## src/rtl/core/tevq_pkg.sv

```systemverilog
// shared types and codes of the time ordered event queue
package tevq_pkg;

  // operation codes of a request
  localparam logic KIND_PUSH = 1'b0;
  localparam logic KIND_POP  = 1'b1;

  // result status codes
  typedef enum logic [1:0] {
    ST_PUSHED  = 2'd0,
    ST_FULL    = 2'd1,
    ST_POPPED  = 2'd2,
    ST_EMPTY   = 2'd3
  } status_e;

  // sequencer states
  typedef enum logic [2:0] {
    S_IDLE,
    S_PUSH_CMP,
    S_INS0,
    S_POP_HEAD,
    S_POP_SHIFT,
    S_DONE
  } state_e;

  // source of data written into the slot memory
  typedef enum logic {
    WSRC_NEW,
    WSRC_RD
  } wsrc_e;

  // request payload
  typedef struct packed {
    logic        kind;
    logic [31:0] event_time;
    logic [15:0] payload_tag;
  } tevq_req_t;

  // result payload
  typedef struct packed {
    status_e     status;
    logic [31:0] head_time;
    logic [15:0] head_tag;
    logic [4:0]  entry_count;
    logic        is_empty;
  } tevq_rsp_t;

  // sequencer commands to the datapath
  typedef struct packed {
    logic  load;
    logic  rd_en;
    logic  wr_en;
    wsrc_e wr_src;
    logic  cap_head;
  } dp_ctrl_t;

endpackage

```

## src/rtl/core/tevq_dp.sv

```systemverilog
// slot memory, entry registers and the shared time comparator
module tevq_dp import tevq_pkg::*; #(
  parameter int QUEUE_DEPTH = 16,
  parameter int TAG_WIDTH   = 16
) (
  input  logic                           clk_i,
  input  dp_ctrl_t                       ctrl_i,
  input  logic [$clog2(QUEUE_DEPTH)-1:0] rd_addr_i,
  input  logic [$clog2(QUEUE_DEPTH)-1:0] wr_addr_i,
  input  tevq_req_t                      req_i,
  output logic                           rd_gt_o,
  output logic [31:0]                    head_time_o,
  output logic [15:0]                    head_tag_o
);

  localparam int EW = 32 + TAG_WIDTH;

  logic [EW-1:0]        mem [QUEUE_DEPTH];
  logic [EW-1:0]        rd_q;
  logic [EW-1:0]        wr_data;
  logic [31:0]          new_time_q;
  logic [TAG_WIDTH-1:0] new_tag_q;
  logic [31:0]          head_time_q;
  logic [TAG_WIDTH-1:0] head_tag_q;
  logic [31:0]          tag_in_ext;
  logic [31:0]          tag_out_ext;
  logic [31:0]          rd_time;

  // tag kept in its low TAG_WIDTH bits
  assign tag_in_ext = 32'(req_i.payload_tag);
  assign rd_time    = rd_q[EW-1:TAG_WIDTH];

  // write data: new entry or the slot just read
  assign wr_data = (ctrl_i.wr_src == WSRC_RD) ? rd_q : {new_time_q, new_tag_q};

  // slot memory, one write and one registered read a cycle
  always_ff @(posedge clk_i) begin
    if (ctrl_i.wr_en) begin
      mem[wr_addr_i] <= wr_data;
    end
    if (ctrl_i.rd_en) begin
      rd_q <= mem[rd_addr_i];
    end
  end

  // entry and head registers
  always_ff @(posedge clk_i) begin
    if (ctrl_i.load) begin
      new_time_q  <= req_i.event_time;
      new_tag_q   <= tag_in_ext[TAG_WIDTH-1:0];
      head_time_q <= '0;
      head_tag_q  <= '0;
    end else if (ctrl_i.cap_head) begin
      head_time_q <= rd_time;
      head_tag_q  <= rd_q[TAG_WIDTH-1:0];
    end
  end

  // shared compare: stored slot later than the new entry
  assign rd_gt_o = rd_time > new_time_q;

  assign tag_out_ext = 32'(head_tag_q);
  assign head_time_o = head_time_q;
  assign head_tag_o  = tag_out_ext[15:0];

endmodule

```

## src/rtl/core/tevq_ctrl.sv

```systemverilog
// sequencer that walks the slots for insertion and removal
module tevq_ctrl import tevq_pkg::*; #(
  parameter int QUEUE_DEPTH = 16
) (
  input  logic                             clk_i,
  input  logic                             rst_ni,
  input  logic                             start_i,
  input  logic                             kind_i,
  input  logic                             rd_gt_i,
  output logic                             busy_o,
  output logic                             valid_o,
  output dp_ctrl_t                         ctrl_o,
  output logic [$clog2(QUEUE_DEPTH)-1:0]   rd_addr_o,
  output logic [$clog2(QUEUE_DEPTH)-1:0]   wr_addr_o,
  output status_e                          status_o,
  output logic [$clog2(QUEUE_DEPTH+1)-1:0] count_o
);

  localparam int AW = $clog2(QUEUE_DEPTH);
  localparam int CW = $clog2(QUEUE_DEPTH + 1);

  state_e        state_q, state_d;
  logic [AW-1:0] idx_q, idx_d;
  logic [CW-1:0] count_q, count_d;
  status_e       status_q, status_d;
  logic [CW-1:0] count_m1;
  logic [CW-1:0] idx_p1;

  assign count_m1 = count_q - CW'(1);
  assign idx_p1   = CW'(idx_q) + CW'(1);

  // state registers
  always_ff @(posedge clk_i or negedge rst_ni) begin
    if (!rst_ni) begin
      state_q  <= S_IDLE;
      idx_q    <= '0;
      count_q  <= '0;
      status_q <= ST_PUSHED;
    end else begin
      state_q  <= state_d;
      idx_q    <= idx_d;
      count_q  <= count_d;
      status_q <= status_d;
    end
  end

  // next state and commands
  always_comb begin
    state_d   = state_q;
    idx_d     = idx_q;
    count_d   = count_q;
    status_d  = status_q;
    ctrl_o    = '{load: 1'b0, rd_en: 1'b0, wr_en: 1'b0, wr_src: WSRC_NEW, cap_head: 1'b0};
    rd_addr_o = '0;
    wr_addr_o = idx_q;
    valid_o   = 1'b0;
    unique case (state_q)
      S_IDLE: begin
        if (start_i) begin
          ctrl_o.load = 1'b1;
          if (kind_i == KIND_PUSH) begin
            if (count_q == CW'(QUEUE_DEPTH)) begin
              status_d = ST_FULL;
              state_d  = S_DONE;
            end else if (count_q == '0) begin
              state_d = S_INS0;
            end else begin
              // read the last slot and walk backwards
              ctrl_o.rd_en = 1'b1;
              rd_addr_o    = count_m1[AW-1:0];
              idx_d        = count_q[AW-1:0];
              state_d      = S_PUSH_CMP;
            end
          end else begin
            if (count_q == '0) begin
              status_d = ST_EMPTY;
              state_d  = S_DONE;
            end else begin
              ctrl_o.rd_en = 1'b1;
              rd_addr_o    = '0;
              state_d      = S_POP_HEAD;
            end
          end
        end
      end
      S_PUSH_CMP: begin
        ctrl_o.wr_en = 1'b1;
        wr_addr_o    = idx_q;
        if (rd_gt_i) begin
          // move the later slot up by one
          ctrl_o.wr_src = WSRC_RD;
          if (idx_q == AW'(1)) begin
            state_d = S_INS0;
          end else begin
            ctrl_o.rd_en = 1'b1;
            rd_addr_o    = idx_q - AW'(2);
            idx_d        = idx_q - AW'(1);
          end
        end else begin
          // new entry lands behind the slot just read
          ctrl_o.wr_src = WSRC_NEW;
          count_d       = count_q + CW'(1);
          status_d      = ST_PUSHED;
          state_d       = S_DONE;
        end
      end
      S_INS0: begin
        ctrl_o.wr_en  = 1'b1;
        ctrl_o.wr_src = WSRC_NEW;
        wr_addr_o     = '0;
        count_d       = count_q + CW'(1);
        status_d      = ST_PUSHED;
        state_d       = S_DONE;
      end
      S_POP_HEAD: begin
        ctrl_o.cap_head = 1'b1;
        if (count_q == CW'(1)) begin
          count_d  = count_m1;
          status_d = ST_POPPED;
          state_d  = S_DONE;
        end else begin
          ctrl_o.rd_en = 1'b1;
          rd_addr_o    = AW'(1);
          idx_d        = AW'(1);
          state_d      = S_POP_SHIFT;
        end
      end
      S_POP_SHIFT: begin
        // move each slot down by one
        ctrl_o.wr_en  = 1'b1;
        ctrl_o.wr_src = WSRC_RD;
        wr_addr_o     = idx_q - AW'(1);
        if (idx_p1 < count_q) begin
          ctrl_o.rd_en = 1'b1;
          rd_addr_o    = idx_p1[AW-1:0];
          idx_d        = idx_p1[AW-1:0];
        end else begin
          count_d  = count_m1;
          status_d = ST_POPPED;
          state_d  = S_DONE;
        end
      end
      S_DONE: begin
        valid_o = 1'b1;
        state_d = S_IDLE;
      end
      default: begin
        state_d = S_IDLE;
      end
    endcase
  end

  assign busy_o   = (state_q != S_IDLE);
  assign status_o = status_q;
  assign count_o  = count_q;

endmodule

```

## src/rtl/core/time_ordered_event_queue.sv

```systemverilog
// top level of the time ordered event queue
//
// Holds up to QUEUE_DEPTH events sorted by 32-bit time, equal times in
// arrival order. A request is taken on a clock edge with start high and
// busy low; req_i.kind selects push or pop. Each request gives exactly one
// response on rsp_o, marked by valid_o for a single cycle; the receiver
// cannot stall it.
// A push walks back past the stored entries later than the new time, a pop
// shifts every remaining entry down by one, and a push into a full queue or a
// pop of an empty queue goes straight to the response.
// Each cycle the sequencer moves one slot through the single-port-read slot
// memory and the shared time comparator. busy stays high through the valid_o
// cycle and drops in the cycle after it, when the next request can be taken.
// Reset clears the entry count and the sequencer; slot contents are never
// read before they are written, so no clearing pass runs.
module time_ordered_event_queue import tevq_pkg::*; #(
  parameter int QUEUE_DEPTH = 16,
  parameter int TAG_WIDTH   = 16
) (
  input  logic      clk_i,
  input  logic      rst_ni,
  input  logic      start,
  output logic      busy,
  input  tevq_req_t req_i,
  output logic      valid_o,
  output tevq_rsp_t rsp_o
);

  localparam int AW = $clog2(QUEUE_DEPTH);
  localparam int CW = $clog2(QUEUE_DEPTH + 1);

  dp_ctrl_t      dp_ctrl;
  logic [AW-1:0] rd_addr;
  logic [AW-1:0] wr_addr;
  logic          rd_gt;
  logic [31:0]   head_time;
  logic [15:0]   head_tag;
  status_e       status;
  logic [CW-1:0] count;
  logic [31:0]   count_ext;

  // sequencer
  tevq_ctrl #(
    .QUEUE_DEPTH(QUEUE_DEPTH)
  ) u_ctrl (
    .clk_i    (clk_i),
    .rst_ni   (rst_ni),
    .start_i  (start),
    .kind_i   (req_i.kind),
    .rd_gt_i  (rd_gt),
    .busy_o   (busy),
    .valid_o  (valid_o),
    .ctrl_o   (dp_ctrl),
    .rd_addr_o(rd_addr),
    .wr_addr_o(wr_addr),
    .status_o (status),
    .count_o  (count)
  );

  // slot memory and comparator
  tevq_dp #(
    .QUEUE_DEPTH(QUEUE_DEPTH),
    .TAG_WIDTH  (TAG_WIDTH)
  ) u_dp (
    .clk_i      (clk_i),
    .ctrl_i     (dp_ctrl),
    .rd_addr_i  (rd_addr),
    .wr_addr_i  (wr_addr),
    .req_i      (req_i),
    .rd_gt_o    (rd_gt),
    .head_time_o(head_time),
    .head_tag_o (head_tag)
  );

  // response assembly
  assign count_ext         = 32'(count);
  assign rsp_o.status      = status;
  assign rsp_o.head_time   = head_time;
  assign rsp_o.head_tag    = head_tag;
  assign rsp_o.entry_count = count_ext[4:0];
  assign rsp_o.is_empty    = (count == '0);

  // a response only comes while a request is in flight
  assert property (@(posedge clk_i) disable iff (!rst_ni) valid_o |-> busy)
    else $error("response outside a request");

  // an accepted request makes the block busy
  assert property (@(posedge clk_i) disable iff (!rst_ni) (start && !busy) |=> busy)
    else $error("request accepted but block not busy");

  // the response strobe lasts one cycle and frees the block
  assert property (@(posedge clk_i) disable iff (!rst_ni) valid_o |=> (!valid_o && !busy))
    else $error("response strobe longer than one cycle");

  // only a pop returns head data
  assert property (@(posedge clk_i) disable iff (!rst_ni)
    (valid_o && rsp_o.status != ST_POPPED) |-> (rsp_o.head_time == '0 && rsp_o.head_tag == '0))
    else $error("head data on a non-pop response");

endmodule

```

## config.mk

```make
export PLATFORM = sky130hd
export DESIGN_NAME = time_ordered_event_queue
export DESIGN_NICKNAME = d
export VERILOG_FILES = /design/src/rtl/core/tevq_pkg.sv /design/src/rtl/core/tevq_dp.sv /design/src/rtl/core/tevq_ctrl.sv /design/src/rtl/core/time_ordered_event_queue.sv
export SDC_FILE = /design/constraint.sdc
export NUM_CORES = 1
export LEC_CHECK = 0
export BUFFER_PORTS_ARGS = -buffer_cell sky130_fd_sc_hd__buf_4
export CORE_ASPECT_RATIO = 1.5
export CORE_MARGIN = 4
export CORE_UTILIZATION = 55
export DETAILED_ROUTE_END_ITERATION = 8
export GPL_ROUTABILITY_DRIVEN = 0
export PLACE_DENSITY = 0.76
export REMOVE_ABC_BUFFERS = 1
export SLEW_MARGIN = 10
export SYNTH_ARGS = -nofsm -noshare
export SYNTH_HDL_FRONTEND = slang
export SYNTH_SLANG_ARGS = --single-unit
```

## constraint.sdc

```tcl
create_clock -name clk_i -period 4.05 [get_ports clk_i]
set_input_delay 0.405 -clock clk_i [delete_from_list [all_inputs] [get_ports clk_i]]
set_output_delay 0.405 -clock clk_i [all_outputs]
set_load 0.05 [all_outputs]
```

* Word-level counts from Yosys, hierarchy flattened
Memory sizes are Yosys's and may differ from the RTL's. A register that Yosys moved wholly into a read port is not among the register bits. Index checks and enable logic that the tools add are counted.
Storage, ports and cells: RAM bits 768, memories kept 1, bits in registers 110, output and inout bits 58
Memory list:
- u_dp.mem | words 16, width 48, read ports 1, clocked after memory_dff 1, wr ports 1, RTL line tevq_dp.sv:18 | logic [EW-1:0] mem [QUEUE_DEPTH];
Operators by class: multiplexer cells 58, eq/ne operators 22, $add $sub $neg 5, $lt $le $gt $ge 2, reduce and logical (&&, ||, !) cells 10
Operator list (count):
- 4-bit two-way mux | 15
- 48-bit two-way mux | 1
- 32-bit > comparator | 1
- 4-bit one-hot mux with 4 select lines | 2
- 3-bit two-way mux | 7
- 5-bit one-hot mux with 4 select lines | 1
- 2-bit two-way mux | 9
- 2-bit inequality test, second input constant | 9
- 1-bit two-way mux | 15
- 5-bit two-way mux | 3
- 3-bit one-hot mux with 5 select lines | 1
- 2-bit one-hot mux with 5 select lines | 1
- 9-bit AND reduction | 1
- 4-bit one-hot mux with 2 select lines | 1
- 4-bit nonzero test | 2
- 7-bit AND reduction | 1
- 3-bit by 2-bit == test with 1-bit output, second input constant | 2
- 3-bit == test, second input constant | 2
- 3-bit by 2-bit inequality test with 1-bit output, second input constant | 2
- 2-bit one-hot mux with 3 select lines | 1
- 4-bit by 1-bit adder with 5-bit output, second input constant | 1
- 5-bit by 1-bit adder with 5-bit output, second input constant | 1
- 5-bit by 1-bit == test with 1-bit output, second input constant | 1
- 5-bit == test, second input constant | 1
- 15 further kinds | 16

* Logic depth before layout (Yosys ltp)
Gate-level depths: netlist of run 1.
depth in word-level cells 6, depth in mapped cells 16

* Hierarchy
A second synthesis of run 1 with hierarchy kept.
Unflattened totals: cell total of the unflattened synthesis 1731, area, all modules 36278.5 um2
By module, submodules not included:
- tevq_dp | seq. area each 26905.8 um2, cells an instance 1535, area each 34743.3 um2, instances 1
- tevq_ctrl | seq. area each 350.3 um2, cells an instance 194, area each 1524.0 um2, instances 1
- time_ordered_event_queue | seq. area each 0.0 um2, cells an instance 2, area each 11.3 um2, instances 1

* Least setup slack after synthesis of run 1
Ideal clock, no wire load.
path kind reg-to-reg, start point reg u_ctrl.idx_q[0], end point mem u_dp.mem[2][0] (netlist bit) (enable), slack -87 ps, data arrival time 3683 ps, period minus slack after synthesis 4137 ps, cell stages (with the launch flop) 8, data required time 3596 ps, library setup time 454 ps, path through dfrtp_1 clkbuf_1 inv_1 ha_1 nor2_1 a22oi_1 or2_2 nor2_1
Between the ends: word-level cells in the longest chain between the ends 2
RTL lines:
- from (decl) | RTL line tevq_ctrl.sv:23 | logic [AW-1:0] idx_q, idx_d;
- from (signal assigned) | RTL line tevq_ctrl.sv:41 | idx_q <= idx_d;
- 4-bit by 1-bit subtractor with 4-bit output | RTL line tevq_ctrl.sv:132 | wr_addr_o = idx_q - AW'(1);
- 4-bit one-hot mux with 2 select lines * | RTL line tevq_ctrl.sv:57 | unique case (state_q)
- to (decl) | RTL line tevq_dp.sv:18
Mark *: on every way between the ends. The rest lies on a longest branch, timed or not.

* Final worst setup path of run 1
start point reg u_dp.rd_q[31], read port of u_dp.mem, end point reg u_dp.rd_q[27], read port of u_dp.mem, data pin
Between the ends: word-level cells in the longest chain between the ends 3, elaborated cells on any way between the ends 5, those cells by class 1 x order compare; 4 x mux
RTL lines:
- from (decl) | RTL line tevq_dp.sv:19 | logic [EW-1:0] rd_q;
- 32-bit > comparator * | RTL line tevq_dp.sv:60 | assign rd_gt_o = rd_time > new_time_q;
- 4-bit two-way mux / 1-bit two-way mux (equally long branches) | RTL line tevq_ctrl.sv:89 | if (rd_gt_i) begin
- 4-bit one-hot mux with 4 select lines / 1-bit one-hot mux with 4 select lines (equally long branches) | RTL line tevq_ctrl.sv:57
Marks and branches as above. A chain may end at the register's enable or synchronous reset.

==> metrics, run 1 <==
Yosys top cell area share=70.98%; Post-synth EDFFs=roughly 860; DRT met1 WL=~35,000 µm; Arr. time, crit path=between 4 and 5 ns; number of cell rows=between 100 and 150; final wirelength=a little over 90,000 µm; cell area after synthesis=about 0.037 mm²; FMAX=approximately 250 MHz; VDD IR max=0.6823 mV; grt total ovfl=0; WS Path Type=reg -> reg; critical path's top delay family=simple AND/OR/NAND/NOR gates; met3 wire len=7424 µm; DR top layer=met5; total number of vias=about 21,000; Ports=110; initial antenna violation count=1; Reg clk slew, reported paths=approximately 0.070 ns; first-pass GRT wire length=131,300 µm; Seq/Total Area, Yosys=around three quarters; Core ar.=about 0.066 mm²; TritonCTS clock tree=built; Worst-Skew Late Latency=0.63 ns; crit path max fanout=19; post-synthesis cell count=~2,200; root buf cell=clkbuf_16; vias per inst=between 6 and 7; routed wire length per instance=approximately 26 µm; pin count of the biggest net entering global routing=63; post-route clock period utilization=97.82%; I/O Buffers=around 110; DIE HEIGHT=around 320 µm; Max Cap Viol=0; vias in the first global route=approximately 21,000; slew at the pin closest to its max-slew limit=about 1.0 ns; ANT cells=0; post-route minimum period=about 4.0 ns; Synth cell types=~60; Chip Width=218.5 µm; GR Util All Layers=about a quarter; Synth area leader=edfxtp_1; # clock sinks=between 900 and 1,000; CP cell instances=ha_1 > nand4_2 > nor4_4 > buf_4 > a21boi_1 > o31ai_2 > a211o_1 > buf_4 > o221a_2 > buf_4 > nand3_2 > buf_12 > o22ai_1 > or4_1; most frequent CP cell=buf_4; Synth warnings=0; CP max stage delay=0.56 ns; post-route setup slack=0.08830 ns; Routed Antenna Nets=0; Met2 Wirelength=approximately 45,000 µm; crit path launch type=flip-flop; CP max-delay cell=or4_1; nets@finish=2,609; final setup violation count=0; Hold Slack=around 0.16 ns; DR iter-0 viols=roughly 2,400; Hold Fails Final Rpt=0; dpl hpwl=around 47,000 µm; Slew HR=between 30% and 40%; P_leak=16.73 nW; pwr/cell area=roughly 920 mW/mm²; Fill cells=~4,300; status=completed; RSZ-0062 raised after global routing=true; Hold Path Class=in -> reg; synthesized flop and latch total=926; clock skew=approximately 0.023 ns; clk buf depth=3; final slew viol count=0; initial core utilization=roughly 56%; TritonCTS Buffers=between 80 and 90; Residual DRC=0; Main synth FF type=edfxtp_1; CP endpoint kind=flip-flop; die area=a little over 0.07 mm²; Avg Inst Size Synth=16.41 µm²; P&R area growth vs syn=18.18%; CTS H-Tree Depth=3; pre-CTS setup slack=~0.027 ns; CP Buf/Inv Count=4; synth top area cells=edfxtp_1, mux2i_1, o22ai_1; Post-synth ARST share=roughly 1.5%; 1st-pass router iterations=6; CP required=about 4.4 ns; layout cells sized above 1=between 15 and 20%
-- final cells by class --
type                    instances  area, µm²  share of cell area [%]
clock inverters                45      450.4                   1.043
multi-input cells            1132       8698                   20.14
flip-flops and latches        926      27260                   63.10
inverters                      51      191.4                  0.4431
clock buffers                 104       2196                   5.083
well taps                     877       1097                   2.540
repair buffers                320       3308                   7.658
-- worst paths after layout --
path	start	to	slack, ns	cells after the start
worst max-delay path	u_dp.rd_q[31]	u_dp.rd_q[27]	0.09	14
worst max register to register	u_dp.rd_q[31]	u_dp.rd_q[27]	0.09	14
worst min register to register	u_dp.head_time_o[24]	u_dp.head_time_o[24]	0.46	2
worst min-delay path	start	u_ctrl.status_o[0]	0.16	3
min in group asynchronous	rst_ni	u_ctrl.status_o[1]	0.19	2
max in group asynchronous	rst_ni	u_ctrl.idx_q[1]	3.67	2
-- where the power goes --
part	total (mW)	internal (mW)	switching, mW
clock	7.72	4.32	3.40
sequential	15.5	14.6	0.832
combinational	16.5	6.32	10.1
-- sequential cells by signal, summed over array words and instances (netlist names), 4 cells and up --
signal / flops
u_dp.mem: 768
u_ctrl.count_o: 5
u_ctrl.idx_q: 4
u_dp.head_time_o: 32
u_dp.new_tag_q: 16
u_dp.head_tag_o: 16
u_dp.new_time_q: 32
u_dp.rd_q: 48
-- cell families (layout without fill, tap and decap cells) --
logic type / Yosys count / after routing / share of synthesized area [%]
adder cells (fa/ha/maj): 45 / 45 / 1.540
XOR/XNOR: 13 / 13 / 0.3115
AND/OR/NAND/NOR: 302 / 302 / 3.926
buffers and inverters: 170 / 520 / 2.430
multiplexers: 402 / 402 / 11.07
AO/OA/AOI/OAI: 370 / 370 / 6.161
flip-flops: 926 / 926 / 74.56
-- worst min-delay path, delay by kind of cell --
kind,cells,cell delay [ns]
buf+inv,1,0.11
compound gates,2,0.23
-- layout by cell type, fill, tap and decap left out, types with 4 or more instances in the layout --
cell type	count
nand2_2	5
nand2_1	164
dfrtp_1	13
dfxtp_1	48
buf_12	46
mux2i_1	376
a21o_1	5
nor2_1	21
or4_1	48
nand4_1	6
nor3_1	6
mux2_2	17
inv_6	4
clkinv_2	8
o22ai_1	195
nor2_4	17
inv_1	48
buf_4	214
edfxtp_1	864
or2_2	5
clkinvlp_4	9
clkinv_1	11
o21ai_0	55
dlygate4sd3_1	49
ha_1	44
clkbuf_8	4
and3_1	4
a21oi_1	72
buf_16	6
clkinv_4	4
xnor2_1	13
clkbuf_1	17
bufinv_16	7
mux2i_2	8
clkbuf_16	88
-- per-stage QoR --
| step | cells | area [µm²] | setup TNS (ns) | utilization (%) | power (mW) |
|---|---|---|---|---|---|
| 6_report | 3455 | 43200 | 0 | 65.70 | 39.65 |
| 5_1_grt | 3455 | 43200 | -0.08426 | 65.70 | 41.24 |
| 4_1_cts | 3446 | 42880 | 0 | 65.21 | 39.10 |
| 3_5_place_dp | 3248 | 39750 | 0 | 60.44 | 31.34 |
| 3_3_place_gp | 3248 | 39750 | 0 | 60.44 | 30.77 |
| 2_1_floorplan | 2109 | 35860 | -2048.31 | - | 23.28 |
-- cells in the mapped netlist, types with 14 or more instances --
cell type,instances
edfxtp_1,864
mux2i_1,385
o22ai_1,195
nand2_1,169
a21oi_1,75
o21ai_0,56
dfxtp_1,48
inv_1,48
or4_1,48
clkbuf_1,47
ha_1,45
nor2_1,38
buf_2,35
buf_6,23
mux2_2,17
dfrtp_1,14
-- what timing repair did --
item	4_1_cts	5_1_grt
setup buffers	0	4
gates resized for setup	0	28
hold buffers	49	0
setup endpoints to repair	0	48
hold endpoints to repair	62	0
-- metal layers --
metal / vias up / track usage (%)
li1: 9302 / -
met1: 10730 / 33.33
met2: 1082 / 42.22
met3: 222 / 3.654
met4: 2 / 9.189
met5: - / 0
Note: power is estimated with default switching activity, not from simulation.
==> run 2: changes to the inputs <==
--- a/config.mk
+++ b/config.mk
@@ -11,7 +11,7 @@
 export CORE_UTILIZATION = 55
 export DETAILED_ROUTE_END_ITERATION = 8
 export GPL_ROUTABILITY_DRIVEN = 0
-export PLACE_DENSITY = 0.76
+export PLACE_DENSITY = 0.75
 export REMOVE_ABC_BUFFERS = 1
 export SLEW_MARGIN = 10
 export SYNTH_ARGS = -nofsm -noshare
==> metrics, run 2 (same netlist as run 1, synthesis figures left out) <==
status=completed; placed cells=3,245 (-0.092%); crit path max fanout=20 (+1); Reg clk slew, reported paths=0.06 ns (about the same); crit path launch type=flip-flop; fin area=0.04306 mm² (-0.31%); ANT cells=0 (unchanged); Hold Fails Final Rpt=0 (unchanged); final total power=39.50 mW (-0.40%); number of cell rows=115 (unchanged); most frequent cells in the layout=edfxtp_1, mux2i_1, buf_4; CP max stage delay=0.54 ns (-0.02 ns); met3 wire len=7163 µm (-3.5%); total number of vias=21,370 (+0.14%); register area=0.02726 mm² (unchanged); DR iter-0 viols=2,543 (+5.0%); CP required=4.42 ns (about the same); pre-CTS setup slack=-0.01715 ns (-0.04417 ns); P&R area growth vs syn=17.81%; VDD IR max=0.6300 mV (-7.7%); CP max-delay cell=or4_1; cell area after placement=0.03966 mm² (-0.21%); hold path startpoint=start; Routed Antenna Nets=0 (unchanged); vias in the first global route=21,570 (+1.5%); Regs by FF count=u_dp.mem: 768 flops, u_dp.rd_q: 48 flops; most frequent CP cell=buf_4; Cell Count, Final, Fillers Out=3,450 (-0.14%); Core ar.=0.06576 mm² (unchanged); routed wire length per instance=26.47 µm (+0.90%); Min-Delay Endpoint=u_ctrl.status_o[0]; CP cell instances=ha_1 > nand4_1 > nor3_1 > a22o_1 > nor4b_2 > buf_4 > a211o_1 > buf_4 > o21a_1 > buf_4 > nand3_2 > buf_12 > o22ai_1 > or4_1; layout cells sized above 1=17.84% (-0.43 points); final wirelength=91,330 µm (+0.75%); clk buf depth=3 (unchanged); CTS H-Tree Depth=3 (unchanged); Slew HR=33.23% (+3.1 points); first-pass GRT wire length=133,400 µm (+1.6%); CP endpoint kind=flip-flop; Fill cells=4,345 (+0.72%); Hold Path Class=in -> reg; Worst Setup SP=u_dp.rd_q[47]; Multi-input gate area=0.008662 mm² (-0.42%); initial core utilization=55.59% (unchanged); initial antenna violation count=1 (unchanged); Residual DRC=0 (unchanged); post-route clock period utilization=99.88% (+2.1 points); Ports=110 (unchanged); Chip Width=218.5 µm (unchanged); cells on worst reg2reg path=14 (unchanged); Met2 Wirelength=46,500 µm (+2.6%); root buf cell=clkbuf_16; DIE HEIGHT=323.7 µm (unchanged); Layout Utilization=65.49% (-0.21 points); final setup violation count=0 (unchanged); Hold Slack=0.09213 ns (-0.07236 ns); post-route minimum period=4.045 ns (+0.08354 ns); most common cell after layout, fill and taps aside=edfxtp_1; DR top layer=met4; total negative slack=0 ns (unchanged); reg2reg end=u_dp.rd_q[41]; clock skew=0.03234 ns (+0.009132 ns); P_leak=16.74 nW (about the same); I/O Buffers=109 (unchanged); # clock sinks=926 (unchanged); pwr/cell area=917.1 mW/mm² (about the same); DRT met1 WL=34,210 µm (-1.2%); r2r startpoint=u_dp.rd_q[47]; 1st-pass router iterations=5 (-1); TritonCTS clock tree=built; Max Cap Viol=0 (unchanged); post-route setup slack=0.004760 ns (-0.08354 ns); FMAX=247.2 MHz (-2.1%); max FFs per register=768 (unchanged); final slew viol count=0 (unchanged); grt total ovfl=0 (unchanged); dpl hpwl=50,270 µm (+7.1%); Hold Path Cell Cnt=3 (unchanged); die area=0.07074 mm² (unchanged); WS Path Type=reg -> reg; Arr. time, crit path=4.42 ns (+0.10 ns); Top reg by flops=u_dp.mem; worst reg2reg setup slack=0.005 ns (-0.08 ns); Worst-Skew Late Latency=0.65 ns (+0.02 ns); slew at the pin closest to its max-slew limit=1.001 ns (-0.04682 ns); GR Util All Layers=25.48% (+0.52 points); TritonCTS Buffers=83 (+2.5%); nets@finish=2,600 (-0.34%); vias per inst=6.193 (+0.29%); pin count of the biggest net entering global routing=58 (-7.9%)
-- run 2: cell count changes in the layout (fill, tap and decap cells not counted), sizes merged --
| cell | change |
|---|---|
| clkinv | +7 |
| buf | -6 |
| clkinvlp | -5 |
| bufinv | +4 |
| clkbuf | -4 |
| inv | -1 |
-- run 2: worst max-delay path, delay by kind of cell (launching register included) --
kind	cells	cell delay [ns]
fa+ha+maj	1	0.38
buf+inv	4	0.71
compound gates	4	0.86
flops	1	0.46
simple gates	5	1.36
-- run 2: cell type report --
cell class              instances  share of cell area, %
flip-flops and latches        926                  63.30
inverters                      51                 0.4445
multi-input cells            1132                  20.11
well taps                     877                  2.548
repair buffers                309                  7.008
clock inverters                50                  1.334
clock buffers                 105                  5.256
-- run 2: repair_timing --
item | in CTS | in global routing
buffers inserted | 0 | 1
hold endpoints to repair | 62 | 0
gates resized for setup | 5 | 9
pin swaps | 0 | 1
endpoints found under the setup margin | 4 | 48
hold buffers | 49 | 0
-- run 2: worst max-delay path by stage --
stage	slack, ns	depth (start not counted)	to
2_1_floorplan	-12.39	9	u_dp.rd_q[0]
3_3_place_gp	0.06	13	u_dp.rd_q[31]
3_5_place_dp	-0.02	14	u_dp.rd_q[41]
4_1_cts	0.04	13	u_dp.rd_q[41]
5_1_grt	-0.09	14	u_dp.rd_q[4]
6_report	0.005	14	u_dp.rd_q[41]
-- run 2: power breakdown --
group          internal [mW]  total [mW]  switching [mW]
sequential              14.6        15.5           0.832
combinational           5.87        15.9            10.0
clock                   4.69        8.13            3.44
-- run 2: metal layers --
metal,track usage [%],vias to the layer above
met1,32.88,10830
met4,10.41,0
met3,3.729,225
met2,43.79,1036
li1,-,9277
met5,0,-
==> run 3: changes to the inputs <==
--- a/config.mk
+++ b/config.mk
@@ -6,14 +6,17 @@
 export NUM_CORES = 1
 export LEC_CHECK = 0
 export BUFFER_PORTS_ARGS = -buffer_cell sky130_fd_sc_hd__buf_4
+export CELL_PAD_IN_SITES_DETAIL_PLACEMENT = 1
+export CELL_PAD_IN_SITES_GLOBAL_PLACEMENT = 1
 export CORE_ASPECT_RATIO = 1.5
 export CORE_MARGIN = 4
-export CORE_UTILIZATION = 55
+export CORE_UTILIZATION = 48
 export DETAILED_ROUTE_END_ITERATION = 8
 export GPL_ROUTABILITY_DRIVEN = 0
-export PLACE_DENSITY = 0.75
+export PLACE_DENSITY_LB_ADDON = 0.1
 export REMOVE_ABC_BUFFERS = 1
 export SLEW_MARGIN = 10
 export SYNTH_ARGS = -nofsm -noshare
 export SYNTH_HDL_FRONTEND = slang
 export SYNTH_SLANG_ARGS = --single-unit
+export TNS_END_PERCENT = 20
==> metrics, run 3 (same netlist as run 1, synthesis figures left out) <==
clock skew=0.03031 ns (-0.002037 ns); layout cells sized above 1=19.53% (+1.7 points); status=completed; Residual DRC=0 (unchanged); Top reg by flops=u_dp.mem; crit path launch type=flip-flop; DIE HEIGHT=346.0 µm (+6.9%); most frequent cells in the layout=edfxtp_1, mux2i_1, buf_4; first-pass GRT wire length=150,400 µm (+13%); final total power=40.77 mW (+3.2%); Cell Count, Final, Fillers Out=3,623 (+5.0%); post-route clock period utilization=99.56% (-0.33 points); FMAX=248.0 MHz (+0.33%); nets@finish=2,645 (+1.7%); initial antenna violation count=1 (unchanged); VDD IR max=0.5103 mV (-19%); post-route minimum period=4.032 ns (-0.01319 ns); pwr/cell area=931.4 mW/mm² (+1.6%); Hold Slack=0.09907 ns (+0.006945 ns); I/O Buffers=109 (unchanged); WS Path Type=reg -> reg; die area=0.08072 mm² (+14%); cell area after placement=0.04012 mm² (+1.2%); pin count of the biggest net entering global routing=65 (+12%); Regs by FF count=u_dp.mem: 768 flops, u_dp.rd_q: 48 flops; TritonCTS Buffers=87 (+4.8%); Met2 Wirelength=53,090 µm (+14%); routed wire length per instance=28.56 µm (+7.9%); CTS H-Tree Depth=3 (unchanged); Arr. time, crit path=4.41 ns (about the same); root buf cell=clkbuf_16; Routed Antenna Nets=0 (unchanged); cells on worst reg2reg path=13 (-1); Hold Fails Final Rpt=0 (unchanged); Layout Utilization=58.16% (-7.3 points); final setup violation count=0 (unchanged); GR Util All Layers=25.46% (about the same); Max Cap Viol=0 (unchanged); met3 wire len=5493 µm (-23%); final slew viol count=0 (unchanged); slew at the pin closest to its max-slew limit=1.041 ns (+0.03944 ns); Worst-Skew Late Latency=0.66 ns (about the same); TritonCTS clock tree=built; Ports=110 (unchanged); Hold Path Cell Cnt=3 (unchanged); fin area=0.04377 mm² (+1.6%); Core ar.=0.07526 mm² (+14%); Fill cells=6,869 (+58%); Slew HR=30.61% (-2.6 points); P&R area growth vs syn=19.74%; DR top layer=met4; dpl hpwl=58,670 µm (+17%); total number of vias=21,340 (-0.12%); Hold Path Class=in -> reg; # clock sinks=926 (unchanged); clk buf depth=3 (unchanged); DRT met1 WL=41,710 µm (+22%); final wirelength=103,500 µm (+13%); number of cell rows=123 (+7.0%); initial core utilization=48.57% (-7.0 points); Chip Width=233.3 µm (+6.8%); CP required=4.43 ns (about the same); DR iter-0 viols=1,614 (-37%); 1st-pass router iterations=5 (unchanged); vias in the first global route=22,730 (+5.4%); crit path max fanout=10 (-50%); CP endpoint kind=flip-flop; max FFs per register=768 (unchanged); vias per inst=5.890 (-4.9%); placed cells=3,392 (+4.5%); grt total ovfl=0 (unchanged); Reg clk slew, reported paths=0.07 ns (about the same); P_leak=17.01 nW (+1.6%); RSZ-0062 raised after global routing=true; most common cell after layout, fill and taps aside=edfxtp_1
run 3: cell count changes in the layout (fill, tap and decap cells not counted), moves of 3 or more:
| cell | change |
|---|---|
| buf_12 | +9 |
| clkbuf_16 | +6 |
| buf_6 | +5 |
| bufinv_16 | -4 |
| buf_4 | +24 |
| clkinvlp_4 | +6 |
| clkinv_2 | +6 |
| clkinv_8 | -3 |
| clkbuf_8 | -4 |
run 3: cell type report:
type                    count  area, µm²  area share [%]
inverters                  51      191.4          0.4374
clock buffers             105       2330           5.323
clock inverters            58      520.5           1.189
flip-flops and latches    926      27260           62.27
well taps                1000       1251           2.859
diodes                      1      2.502        0.005717
multi-input cells        1132       8702           19.88
repair buffers            350       3515           8.030
run 3: metal layers:
metal	GRT usage, %	up-vias
met2	43.97	692
met3	3.191	168
li1	-	9374
met4	8.519	0
met5	0	-
met1	33.46	11110
run 3: power breakdown:
group / internal, mW / switching, mW / total, mW / leakage [nW]
Combinational: 6.42 / 10.7 / 17.1 / 7.22
Sequential: 14.6 / 0.828 / 15.5 / 8.41
Clock: 4.59 / 3.59 / 8.17 / 1.37
Total: 25.7 / 15.1 / 40.8 / 17.0
run 3: repair_timing:
action / 4_1_cts / 5_1_grt
endpoints found under the setup margin: 48 / 48
hold buffers: 49 / 0
endpoints found under the hold margin: 62 / 0
setup buffers: 1 / 16
resized for setup: 10 / 19
gates cloned: 0 / 1
pin swaps: 1 / 6
run 3: worst paths after layout:
check | slack (ns) | end | startpoint
max | 0.02 | u_dp.rd_q[47] | u_dp.rd_q[42]
min | 0.1 | u_ctrl.status_o[0] | start
max reg2reg | 0.02 | u_dp.rd_q[47] | u_dp.rd_q[42]
min reg2reg | 0.46 | u_dp.head_time_o[27] | u_dp.head_time_o[27]
max in group asynchronous | 3.68 | u_ctrl.idx_q[0] | rst_ni
min in group asynchronous | 0.15 | u_ctrl.status_o[0] | rst_ni
run 3: stage by stage:
step | setup slack (ns) | TNS, ns
2_1_floorplan | -12.39 | -2048.31
3_3_place_gp | -0.3772 | -16.09
3_5_place_dp | -0.4849 | -18.41
4_1_cts | 0.005579 | 0
5_1_grt | -0.05237 | -0.6817
6_report | 0.01795 | 0
run 3: critical path: stages, from the launching register on:
cell and delay, ns:
edfxtp_1 0.43, ha_1 0.39, nand4_1 0.25, buf_4 0.24, nor4_4 0.30, buf_4 0.18
o31ai_2 0.07, a211o_2 0.37, o21a_1 0.26, buf_4 0.15, nand3_2 0.17, buf_4 0.30
o22ai_1 0.11, or4_1 0.55
